**config.mk**
```make
export PLATFORM = sky130hd
export DESIGN_NAME = drp_cell
export DESIGN_NICKNAME = d
export VERILOG_FILES = /design/src/rtl/drp_pkg.sv /design/src/rtl/drp_cell.sv
export SDC_FILE = /design/constraint.sdc
export NUM_CORES = 1
export LEC_CHECK = 0
export ABC_AREA = 1
export BUFFER_PORTS_ARGS = -buffer_cell sky130_fd_sc_hd__buf_2
export CORE_AREA = 2 2 389 391
export DETAILED_ROUTE_END_ITERATION = 10
export DIE_AREA = 0 0 391 393
export PLACE_DENSITY_LB_ADDON = 0.05
export SYNTH_ARGS = -nofsm -noshare
export SYNTH_HDL_FRONTEND = slang
export SYNTH_SLANG_ARGS = --single-unit
```
**constraint.sdc**
```tcl
create_clock -name clk -period 0.8 [get_ports clk]
set_clock_uncertainty 0.05 [all_clocks]
set_input_delay 0.08 -clock clk [delete_from_list [all_inputs] [get_ports clk]]
set_output_delay 0.08 -clock clk [all_outputs]
set_load 0.02 [all_outputs]
```
**src/rtl/drp_pkg.sv**
```systemverilog
// Shared types and constants for the disparity reprojection core.
// Used by drp_prep, drp_cell and disparity_reproject_3d_core; no dependencies.
package drp_pkg;

	localparam int COORD_BITS_DEF = 12;
	localparam int NUM_BITS = 34;              // Q16.16 numerator, signed
	localparam int W_BITS = 49;                // w in Q.20, signed
	localparam int FRAC_SHIFT = 20;
	localparam int DVD_BITS = NUM_BITS + FRAC_SHIFT;
	localparam int QUO_BITS = 33;
	localparam int LANES = 3;

	localparam logic [2:0] REG_OFFSET_X = 3'd0;
	localparam logic [2:0] REG_OFFSET_Y = 3'd1;
	localparam logic [2:0] REG_FOCAL_TERM = 3'd2;
	localparam logic [2:0] REG_DISP_GAIN = 3'd3;
	localparam logic [2:0] REG_DENOM_BIAS = 3'd4;

	localparam logic [31:0] BIAS_RESET = 32'h0001_0000;

	typedef struct packed {
		logic [W_BITS-1:0]   rem;
		logic [DVD_BITS-1:0] dvd;
		logic [QUO_BITS-1:0] quo;
		logic                ovf;
		logic                nsign;   // numerator negative
		logic                nzero;   // numerator zero
	} lane_t;

	typedef struct packed {
		logic                valid;
		logic [W_BITS-1:0]   dmag;    // |w|
		logic                wsign;
		logic                wzero;
		logic [23:0]         bgr;
		lane_t [LANES-1:0]   lane;
	} cell_t;

endpackage

```
**src/rtl/drp_cell.sv**
```systemverilog
// One restoring-division cell: one quotient bit for each of the three lanes,
// then hands remainder and dividend to the next cell. Depends on drp_pkg.
module drp_cell (
	input  logic           clk,
	input  logic           arst_n,
	input  logic           en,
	input  drp_pkg::cell_t cell_in,
	output drp_pkg::cell_t cell_out
);

	drp_pkg::cell_t  nxt;
	logic [drp_pkg::W_BITS:0] trial [drp_pkg::LANES];
	logic            ge [drp_pkg::LANES];
	logic            valid_q;
	drp_pkg::cell_t  data_q;

	always_comb begin
		nxt = cell_in;
		for (int i = 0; i < drp_pkg::LANES; i++) begin
			trial[i] = {cell_in.lane[i].rem, cell_in.lane[i].dvd[drp_pkg::DVD_BITS-1]};
			ge[i] = trial[i] >= {1'b0, cell_in.dmag};
			nxt.lane[i].rem = ge[i] ? drp_pkg::W_BITS'(trial[i] - {1'b0, cell_in.dmag})
			                        : drp_pkg::W_BITS'(trial[i]);
			nxt.lane[i].dvd = cell_in.lane[i].dvd << 1;
			nxt.lane[i].quo = {cell_in.lane[i].quo[drp_pkg::QUO_BITS-2:0], ge[i]};
			// a bit pushed out of the top means the quotient cannot fit
			nxt.lane[i].ovf = cell_in.lane[i].ovf | cell_in.lane[i].quo[drp_pkg::QUO_BITS-1];
		end
	end

	always_ff @(posedge clk or negedge arst_n) begin
		if (!arst_n) begin
			valid_q <= 1'b0;
		end else if (en) begin
			valid_q <= nxt.valid;
		end
	end

	always_ff @(posedge clk) begin
		if (en) begin
			data_q <= nxt;
		end
	end

	always_comb begin
		cell_out = data_q;
		cell_out.valid = valid_q;
	end

endmodule
```
==> qor.yml <==
status: "complete, but fails checks"
violations: "negative hold slack, negative setup slack"
wl_um: 188000
final_cell_mix: "nand2_1, buf_2, inv_1"
drtPass1Iterations: 5
htree_levels: 3
die_width_um: 391
synth_seq_cells: 490
seqCellArea_sq_mm: 0.0147
hold_class: "in2reg"
p_total_w: 0.0987
final_hold_viol_count: 8
cts_tree: "yes"
final_core_util: 0.390
grt_pass1_wl_um: 246000
antenna_found_initial: 36
min_period_over_period: 2.24
syn_inst: 3945
p_leak_nw: 28.6
start_kind: "input port"
cts_buffer_depth: 3
clockRootBuffer: "clkbuf_16"
cp_max_fo: 5
ir_drop_v: 0.00150
instances_no_fill: 8263
dpl_cell_area_sq_mm: 0.0442
slowest_stage: "ha_4"
synth_edf_count: 489
relSlewSlack: 0.415
synth_cell_type_count: 37
ios: 989
die_h_um: 393
cp_cell_sequence: "buf_8 -> clkinvlp_4 -> buf_6 -> ha_4 -> nand2_4 -> nor2_4 -> inv_2 -> nor2_4 -> inv_2 -> nor3_4 -> a21oi_4 -> buf_6 -> buf_8 -> buf_12 -> nand4_1 -> nand2_1"
coreArea_sq_mm: 0.149
place_hpwl_um: 149000
via_per_inst: 4.14
clkTransAtPathRegs_ns: 0.05
yosysWarnings: 0
grt_usage: 0.228
drt_iter0_markers: 2099
place.gp.congestion: 0.882
nets: 6907
drtAntennaViolNets: 0
maxSlewViolCount: 0
fin_hold_ws_ns: -0.255
tightest_slew_ns: 0.875
clk_latency_ns: 0.69
p_per_area_mw_per_mm2: 1700
r2r_slack_ns: 0
setup_viol: 820
postSynthAreaPerCell_sq_um: 7.76
cap_violations: 0
initial_utilization: 0.205
reg2reg_depth: 1
placed_cells: 7539
numCtsBuffers: 67
cp.required_ns: 1.18
rows: 142
post_drt_wl_per_cell_um: 22.8
cp-end-kind: "flop"
arrival_ns: 2.17
fillers: 15600
synth_ff_type: "edfxtp_1"
hold_depth: 3
clock_sinks: 490
multiInputGateArea_sq_mm: 0.0164
syn_area_sq_mm: 0.0306
crit_type: "in2reg"
final_common_cell: "nand2_1"
drt_drc_violations_left: 0
crit_path_max_incr_delay_ns: 0.28
area_delta_synth_final_pct: 90.1
synthArstFlopShare: 0.00204
vias: 34200
port_buffers: 985
design.die.area_sq_mm: 0.154
timing.final.ws_setup_ns: -0.989
overflow: 0
grt_pass1_vias: 34200
final_layout_size_suffix_gt1_frac: 0.426
preCtsSetupSlack_ns: -2.02
fmax_ghz: 0.559
design_area_sq_mm: 0.0582
rsz0062_at_grt: "yes"
synth_seq_area_share: 0.480
finalCriticalPeriod_ns: 1.79
grt_max_degree: 34
sequential cells by signal, summed over array words and instances, names as in the netlist:
| signal | cells |
|---|---|
| cell_out | 489 |
| valid_q | 1 |
metrics by stage:
step / TNS, ns / hold WS, ns
CTS: -441.39 / -0.357
global placement: -408.57 / -0.191
global route: -504.45 / -0.247
detailed placement: -411.69 / -0.189
floorplan: -159.01 / -0.266
finish: -467.97 / -0.255
cells in the mapped netlist, drive strengths merged (14+ instances only):
cell       n  area (sq um)
a21oi     83           427
buf       37           280
clkbuf    27           101
edfxtp   489         14700
ha       147          1840
inv      782          2940
nand2   1628          6120
nand3    143           761
nand4    187          1200
nor2     287          1120
nor3      14          97.6
xor2      75           657
where the power goes:
part | internal [W] | leakage [nW] | switching [W]
clock | 0.0177 | 1.03 | 0.0128
combinational | 0.0158 | 22.8 | 0.0198
sequential | 0.0315 | 4.79 | 0.00119
total | 0.0649 | 28.6 | 0.0338
layout make-up:
class	instances	area share
Antenna cell	10	0.000430
Tap cell	1944	0.0418
Clock inverter	34	0.00686
Clock buffer	83	0.0302
Sequential cell	490	0.253
Inverter	782	0.0513
Timing Repair Buffer	2309	0.335
Multi-Input combinational cell	2611	0.281
path summary, 6_finish.rpt:
| path | endpoint | start |
|---|---|---|
| min in group asynchronous | valid_q$_DFFE_PN0P_ | arst_n |
| worst min register to register | valid_q$_DFFE_PN0P_ | valid_q$_DFFE_PN0P_ |
| worst max register to register | valid_q$_DFFE_PN0P_ | valid_q$_DFFE_PN0P_ |
| worst min-delay path | cell_out[236]$_DFFE_PP_ | cell_in[235] |
| max in group asynchronous | valid_q$_DFFE_PN0P_ | arst_n |
| worst max-delay path | cell_out[266]$_DFFE_PP_ | cell_in[483] |
timing repair:
action	4_1_cts	5_1_grt
setup buffers	27	53
hold endpoints to repair	650	49
cloned	7	28
hold buffers	483	8
gates resized for setup	145	1416
setup endpoints to repair	641	641
pin swaps	3	155
kinds of logic (layout without fill, tap and decap cells):
kind of cell,count (synthesis),count (layout),synth area share
and+or+nand+nor,2290,2290,0.311
buffers and inverters,846,3208,0.108
DFF,490,490,0.480
other,1,13,0.000122
muxes,1,1,0.000368
adders and majority gates,150,150,0.0620
xor gates and xnor gates,75,75,0.0215
AOI/OAI and AO/OA,92,92,0.0161
critical path: cells and delay by family:
family | cells | cell delay [ns]
adder cells (fa/ha/maj) | 1 | 0.28
AND/OR/NAND/NOR | 6 | 0.76
AO/OA/AOI/OAI | 1 | 0.11
buffers and inverters | 8 | 0.95
routing by layer:
metal,global-route usage,vias up,wire [um]
li1,-,17100,-
met1,0.275,16000,78900
met2,0.393,881,93500
met3,0.0467,202,9920
met4,0.0922,18,5610
met5,0,-,115
Power figures use the tool's default switching activity.
