`src/rtl/drp_pkg.sv`:
```
// Shared types and constants for the disparity reprojection core.
// Used by drp_prep, drp_cell and disparity_reproject_3d_core; no dependencies.
package drp_pkg;

	localparam int COORD_BITS_DEF = 12;
	localparam int NUM_BITS = 34;              // Q16.16 numerator, signed
	localparam int W_BITS = 49;                // w in Q.20, signed
	localparam int FRAC_SHIFT = 20;
	localparam int DVD_BITS = NUM_BITS + FRAC_SHIFT;
	localparam int QUO_BITS = 33;
	localparam int LANES = 3;

	localparam logic [2:0] REG_OFFSET_X = 3'd0;
	localparam logic [2:0] REG_OFFSET_Y = 3'd1;
	localparam logic [2:0] REG_FOCAL_TERM = 3'd2;
	localparam logic [2:0] REG_DISP_GAIN = 3'd3;
	localparam logic [2:0] REG_DENOM_BIAS = 3'd4;

	localparam logic [31:0] BIAS_RESET = 32'h0001_0000;

	typedef struct packed {
		logic [W_BITS-1:0]   rem;
		logic [DVD_BITS-1:0] dvd;
		logic [QUO_BITS-1:0] quo;
		logic                ovf;
		logic                nsign;   // numerator negative
		logic                nzero;   // numerator zero
	} lane_t;

	typedef struct packed {
		logic                valid;
		logic [W_BITS-1:0]   dmag;    // |w|
		logic                wsign;
		logic                wzero;
		logic [23:0]         bgr;
		lane_t [LANES-1:0]   lane;
	} cell_t;

endpackage

```
`src/rtl/drp_prep.sv`:
```
// Front end: forms w = gain*d + bias*16 and the three numerators, splits them
// into sign and magnitude for the divider chain. Depends on drp_pkg.
module drp_prep #(
	parameter int COORD_BITS = drp_pkg::COORD_BITS_DEF
) (
	input  logic              clk,
	input  logic              arst_n,
	input  logic              en,
	input  logic              in_valid,
	input  logic [11:0]       row,
	input  logic [11:0]       col,
	input  logic signed [15:0] disp,
	input  logic [23:0]       bgr,
	input  logic [31:0]       off_x,
	input  logic [31:0]       off_y,
	input  logic [31:0]       focal,
	input  logic [31:0]       gain,
	input  logic [31:0]       bias,
	output drp_pkg::cell_t    cell_out
);

	localparam logic [11:0] CMASK = 12'((64'd1 << COORD_BITS) - 64'd1);

	logic                     valid_s1;
	logic [11:0]              row_s1, col_s1;
	logic [23:0]              bgr_s1;
	logic signed [47:0]       prod_s1;
	logic signed [47:0]       prod;
	logic signed [drp_pkg::W_BITS-1:0]   w;
	logic signed [drp_pkg::NUM_BITS-1:0] num [drp_pkg::LANES];
	drp_pkg::cell_t           c;
	logic                     valid_s2;
	drp_pkg::cell_t           data_s2;

	assign prod = $signed(gain) * disp;

	always_ff @(posedge clk or negedge arst_n) begin
		if (!arst_n) begin
			valid_s1 <= 1'b0;
		end else if (en) begin
			valid_s1 <= in_valid && (disp > 16'sd0);
		end
	end

	always_ff @(posedge clk) begin
		if (en) begin
			row_s1  <= row & CMASK;
			col_s1  <= col & CMASK;
			bgr_s1  <= bgr;
			prod_s1 <= prod;
		end
	end

	always_comb begin
		w = 49'(prod_s1) + $signed({{13{bias[31]}}, bias, 4'd0});
		num[0] = -(34'($signed(off_x)) + $signed({6'd0, col_s1, 16'd0}));
		num[1] = -(34'($signed(off_y)) + $signed({6'd0, row_s1, 16'd0}));
		num[2] = 34'($signed(focal));
		c = '0;
		c.valid = valid_s1;
		c.wsign = w[drp_pkg::W_BITS-1];
		c.wzero = (w == '0);
		c.dmag  = w[drp_pkg::W_BITS-1] ? drp_pkg::W_BITS'(-w) : drp_pkg::W_BITS'(w);
		c.bgr   = bgr_s1;
		for (int i = 0; i < drp_pkg::LANES; i++) begin
			c.lane[i].nsign = num[i][drp_pkg::NUM_BITS-1];
			c.lane[i].nzero = (num[i] == '0);
			c.lane[i].dvd   = {(num[i][drp_pkg::NUM_BITS-1] ?
				drp_pkg::NUM_BITS'(-num[i]) : drp_pkg::NUM_BITS'(num[i])),
				{drp_pkg::FRAC_SHIFT{1'b0}}};
		end
	end

	always_ff @(posedge clk or negedge arst_n) begin
		if (!arst_n) begin
			valid_s2 <= 1'b0;
		end else if (en) begin
			valid_s2 <= c.valid;
		end
	end

	always_ff @(posedge clk) begin
		if (en) begin
			data_s2 <= c;
		end
	end

	always_comb begin
		cell_out = data_s2;
		cell_out.valid = valid_s2;
	end

endmodule

```
`config.mk`:
```
export PLATFORM = sky130hd
export DESIGN_NAME = drp_prep
export DESIGN_NICKNAME = d
export VERILOG_FILES = /design/src/rtl/drp_pkg.sv /design/src/rtl/drp_prep.sv
export SDC_FILE = /design/constraint.sdc
export NUM_CORES = 2
export LEC_CHECK = 0
export ABC_AREA = 1
export ABC_CLOCK_PERIOD_IN_PS = 3100
export BUFFER_PORTS_ARGS = -buffer_cell sky130_fd_sc_hd__buf_2
export CAP_MARGIN = 0
export CORE_ASPECT_RATIO = 1.25
export CORE_UTILIZATION = 33
export CTS_BUF_LIST = sky130_fd_sc_hd__clkbuf_4 sky130_fd_sc_hd__clkbuf_8
export CTS_CLUSTER_SIZE = 24
export DETAILED_ROUTE_END_ITERATION = 10
export GPL_TIMING_DRIVEN = 0
export HOLD_SLACK_MARGIN = 0.06
export RECOVER_POWER = 50
export SYNTH_ARGS = -nofsm -noshare
export SYNTH_HDL_FRONTEND = slang
export SYNTH_SLANG_ARGS = --single-unit
```
`constraint.sdc`:
```
create_clock -name clk -period 3.1 [get_ports clk]
set_input_delay 0 -clock clk [delete_from_list [all_inputs] [get_ports clk]]
set_output_delay 0 -clock clk [all_outputs]
set_load 0.01 [all_outputs]
```
==> metrics <==
final setup vio count=42; Post-Syn Instances=around 5700; vias per cell=roughly 4.5; Max Root-Sink Buffers=3; reg-to-reg slack, setup=approximately 0.04 ns; Critical Path RT=approximately 3.6 ns; Setup TNS Final=-60.31 ns; CTS buffer count=52; min Tclk post-route=around 4.9 ns; met1 usage=about a quarter; Startpoint Class=primary input; CP Class=in -> reg; yosys warns=0; initial antenna violation count=13; fin crit share=160%; failing checks=max-capacitance violations, max-slew violations, negative setup slack; # fillers=12600; clock tree root driver cell=clkbuf_8; Cells after DPL=between 8000 and 9000; hold crit path type=in -> reg; fin area=0.0584 mm²; initial core utilization=roughly 33%; Area after DPL=approximately 0.049 mm²; count of different cell masters after synthesis=50; ANT nets after route=0; sequential-to-total area share from yosys stat=around a fifth; CTS sink count=about 280; Rows=~150; final wirelength=about 150 mm; Synth async-reset ratio=less than 1%; f_max=between 200 and 250 MHz; largest net degree at the start of global routing=between 100 and 150; GPL Wtd Cong=~0.95; RR Startpoint=prod_s1[4]; Hold EP=cell_out[450]; Nets=around 7800; reg-to-reg endpoint=cell_out[484]; Syn-to-layout area delta=37.1%; Final Non-Filler Cells=8599; Detailed Routing Iterations Pass 1=6; RSZ-0062 raised after global routing=yes; vias post-DR=~39000; Main synth FF type=edfxtp_1; Fin. Hold Viols=0; met2 GRT Util=just under 40%; max-cap violations=1; netlist area before placement=between 0.04 and 0.05 mm²; die width=323 µm; iteration-0 DRC count of the detailed router=approximately 2000; GRT Util Overall=between 20 and 25%; Core Area=0.128 mm²; first-pass GRT wire length=219 mm; Seq. cell area=roughly 0.0084 mm²; HP Start=bias[3]; skew final=approximately 0.054 ns; GR peak layer=met2; Finished Core Util=a little under half; CTS tree=built; grt ovf=0; DR WL/cell=approximately 17 µm; R2R cell count=17; Final WS setup=-1.84 ns; area of the multi-input gates=~0.03 mm²; Hold Crit Depth=5; synthesized area per cell=7.50 µm²; CP arrival=around 5.4 ns; FF+latch count, synth=~280; DIE HEIGHT=between 400 and 500 µm; DRC violations left=0; CP Capture Type=flip-flop; grt met3 use=3.46%; IO Count=between 700 and 800; clk_lat worst skew=0.74 ns; layout cells sized above 1=a little over a quarter; die area=0.131 mm²; status=finished, violations left; Post-synth EDFFs=279; Tightest Pin Transition=1.77 ns; Max FO, Critical Path=7; number of buffers added on ports=between 300 and 400; Max-Slew Margin vs Limit=-18.3%; CTS clk-pin slew, worst paths=~0.06 ns; vias in the first global route=just under 40000; dpl hpwl=between 100 and 150 mm; Slew Limit Fails=between 100 and 150; H-Tree Depth=2
[worst max-delay path, cell delays in order]
cell	delay, ns
clkbuf_16	0.15
clkbuf_16	0.17
nand2_2	0.06
inv_2	0.04
fa_1	0.54
inv_2	0.04
fa_1	0.50
fa_1	0.50
inv_1	0.06
fa_1	0.51
fa_1	0.52
inv_2	0.04
fa_2	0.58
inv_2	0.06
ha_4	0.27
a21oi_2	0.15
inv_2	0.08
a21oi_4	0.16
o21ai_2	0.08
a31oi_2	0.15
nand3_2	0.15
buf_4	0.16
buf_6	0.10
buf_6	0.10
buf_6	0.10
xor2_1	0.13
[sequential cells by signal, summed over array words and instances, names as in the netlist]
signal / flops
bgr_s1: 24
cell_out: 183
col_s1: 12
prod_s1: 48
row_s1: 12
valid_s1: 1
valid_s2: 1
[worst max path at each step]
stage / from / end / slack [ns] / depth (start not counted)
4_1_cts: disp[15] / prod_s1[46] / -1.71 / 24
3_5_place_dp: gain[20] / prod_s1[46] / -3.25 / 24
6_report: disp[5] / prod_s1[38] / -1.84 / 26
2_1_floorplan: gain[7] / prod_s1[46] / -2.02 / 26
3_3_place_gp: disp[0] / prod_s1[46] / -3.24 / 23
5_1_grt: disp[15] / prod_s1[34] / -1.97 / 26
[cell usage after synthesis, types with 3 or more instances]
cell type / n / area, µm²
a21boi_0: 6 / 45.0
a21o_1: 10 / 75.1
a21oi_1: 166 / 831
a21oi_2: 6 / 52.6
a31oi_1: 13 / 81.3
buf_2: 6 / 30.0
buf_4: 313 / 2350
clkbuf_1: 124 / 465
edfxtp_1: 279 / 8380
fa_1: 487 / 9750
ha_1: 251 / 3140
inv_1: 1340 / 5030
inv_2: 12 / 45.0
nand2_1: 1505 / 5650
nand2_2: 29 / 181
nand3_1: 200 / 1000
nand3_2: 11 / 110
nand3b_1: 18 / 135
nand4_1: 80 / 500
nor2_1: 363 / 1360
nor2_2: 29 / 181
nor2_4: 6 / 67.6
nor3_1: 46 / 230
nor3_2: 5 / 50.1
nor4_1: 11 / 68.8
o211ai_1: 3 / 22.5
o21a_1: 6 / 45.0
o21ai_0: 98 / 490
o21ai_1: 12 / 60.1
o21ai_2: 3 / 26.3
o21bai_1: 14 / 105
or2_2: 12 / 75.1
xnor2_1: 46 / 403
xnor2_2: 5 / 81.3
xor2_1: 139 / 1220
[routing by layer]
| layer | wire length, µm | vias up | share of wire [%] |
|---|---|---|---|
| met4 | 9310 | 14 | 6.3 |
| li1 | - | 18800 | - |
| met3 | 9030 | 381 | 6.1 |
| met2 | 74300 | 1243 | 50 |
| met1 | 55900 | 18700 | 38 |
| met5 | 83 | - | 0.056 |
[stage by stage]
stage / setup WS (ns) / hold slack (ns)
global placement: -3.24 / -0.214
CTS: -1.71 / 0.0603
detailed placement: -3.25 / -0.214
floorplan: -2.02 / -0.296
finish: -1.84 / 0.0727
global route: -1.97 / 0.0912
[area by class of cell]
cell class                 count  share of cell area, %
antenna                        5                 0.0214
multi-input combinational   3905                   52.9
tap                         1713                   3.67
inverter                    1353                   8.73
buffer                       446                   8.23
clock buffer                  64                   1.38
sequential                   281                   14.4
clock inverter                31                  0.422
timing repair buffer         801                   10.2
[cell families (layout without fill, tap and decap cells)]
logic type	count (synthesis)	count (layout)	synth area share, %
flops	281	281	19.8
simple gates	2321	2321	22.7
other cells	1	317	0.00880
compound gates	342	342	4.42
xor+xnor	192	192	4.12
buf+inv	1800	2695	18.7
fa+ha+maj	738	738	30.3
[what timing repair did]
item,4_1_cts,5_1_grt
setup endpoints to repair,145,147
buffers inserted,103,103
hold buffers,214,0
gates resized for setup,446,531
cloned,7,4
pin swaps,110,244
hold endpoints to repair,224,0
[layout by cell type, fill, tap and decap left out, types with 21 or more instances in the layout]
cell type,count
inv_1,1255
fa_2,48
nand2_1,1357
nand2_2,133
nor2_2,100
dlygate4sd3_1,214
ha_4,78
clkbuf_1,86
o21ai_1,27
buf_6,37
nand2_4,42
a21oi_2,59
nand3_2,34
nor2_1,240
edfxtp_1,279
nand3_1,172
buf_2,285
clkbuf_16,68
nand4_1,80
o21ai_0,59
a21oi_1,93
nor2_4,58
buf_4,474
clkbuf_8,88
buf_12,23
ha_2,23
conb_1,312
xnor2_1,42
inv_2,90
nor3_1,29
ha_1,150
fa_1,439
xor2_1,129
a21oi_4,21
Power is not shown: default switching activity piles up to over one toggle a cycle in this logic, so the estimate is an artifact.
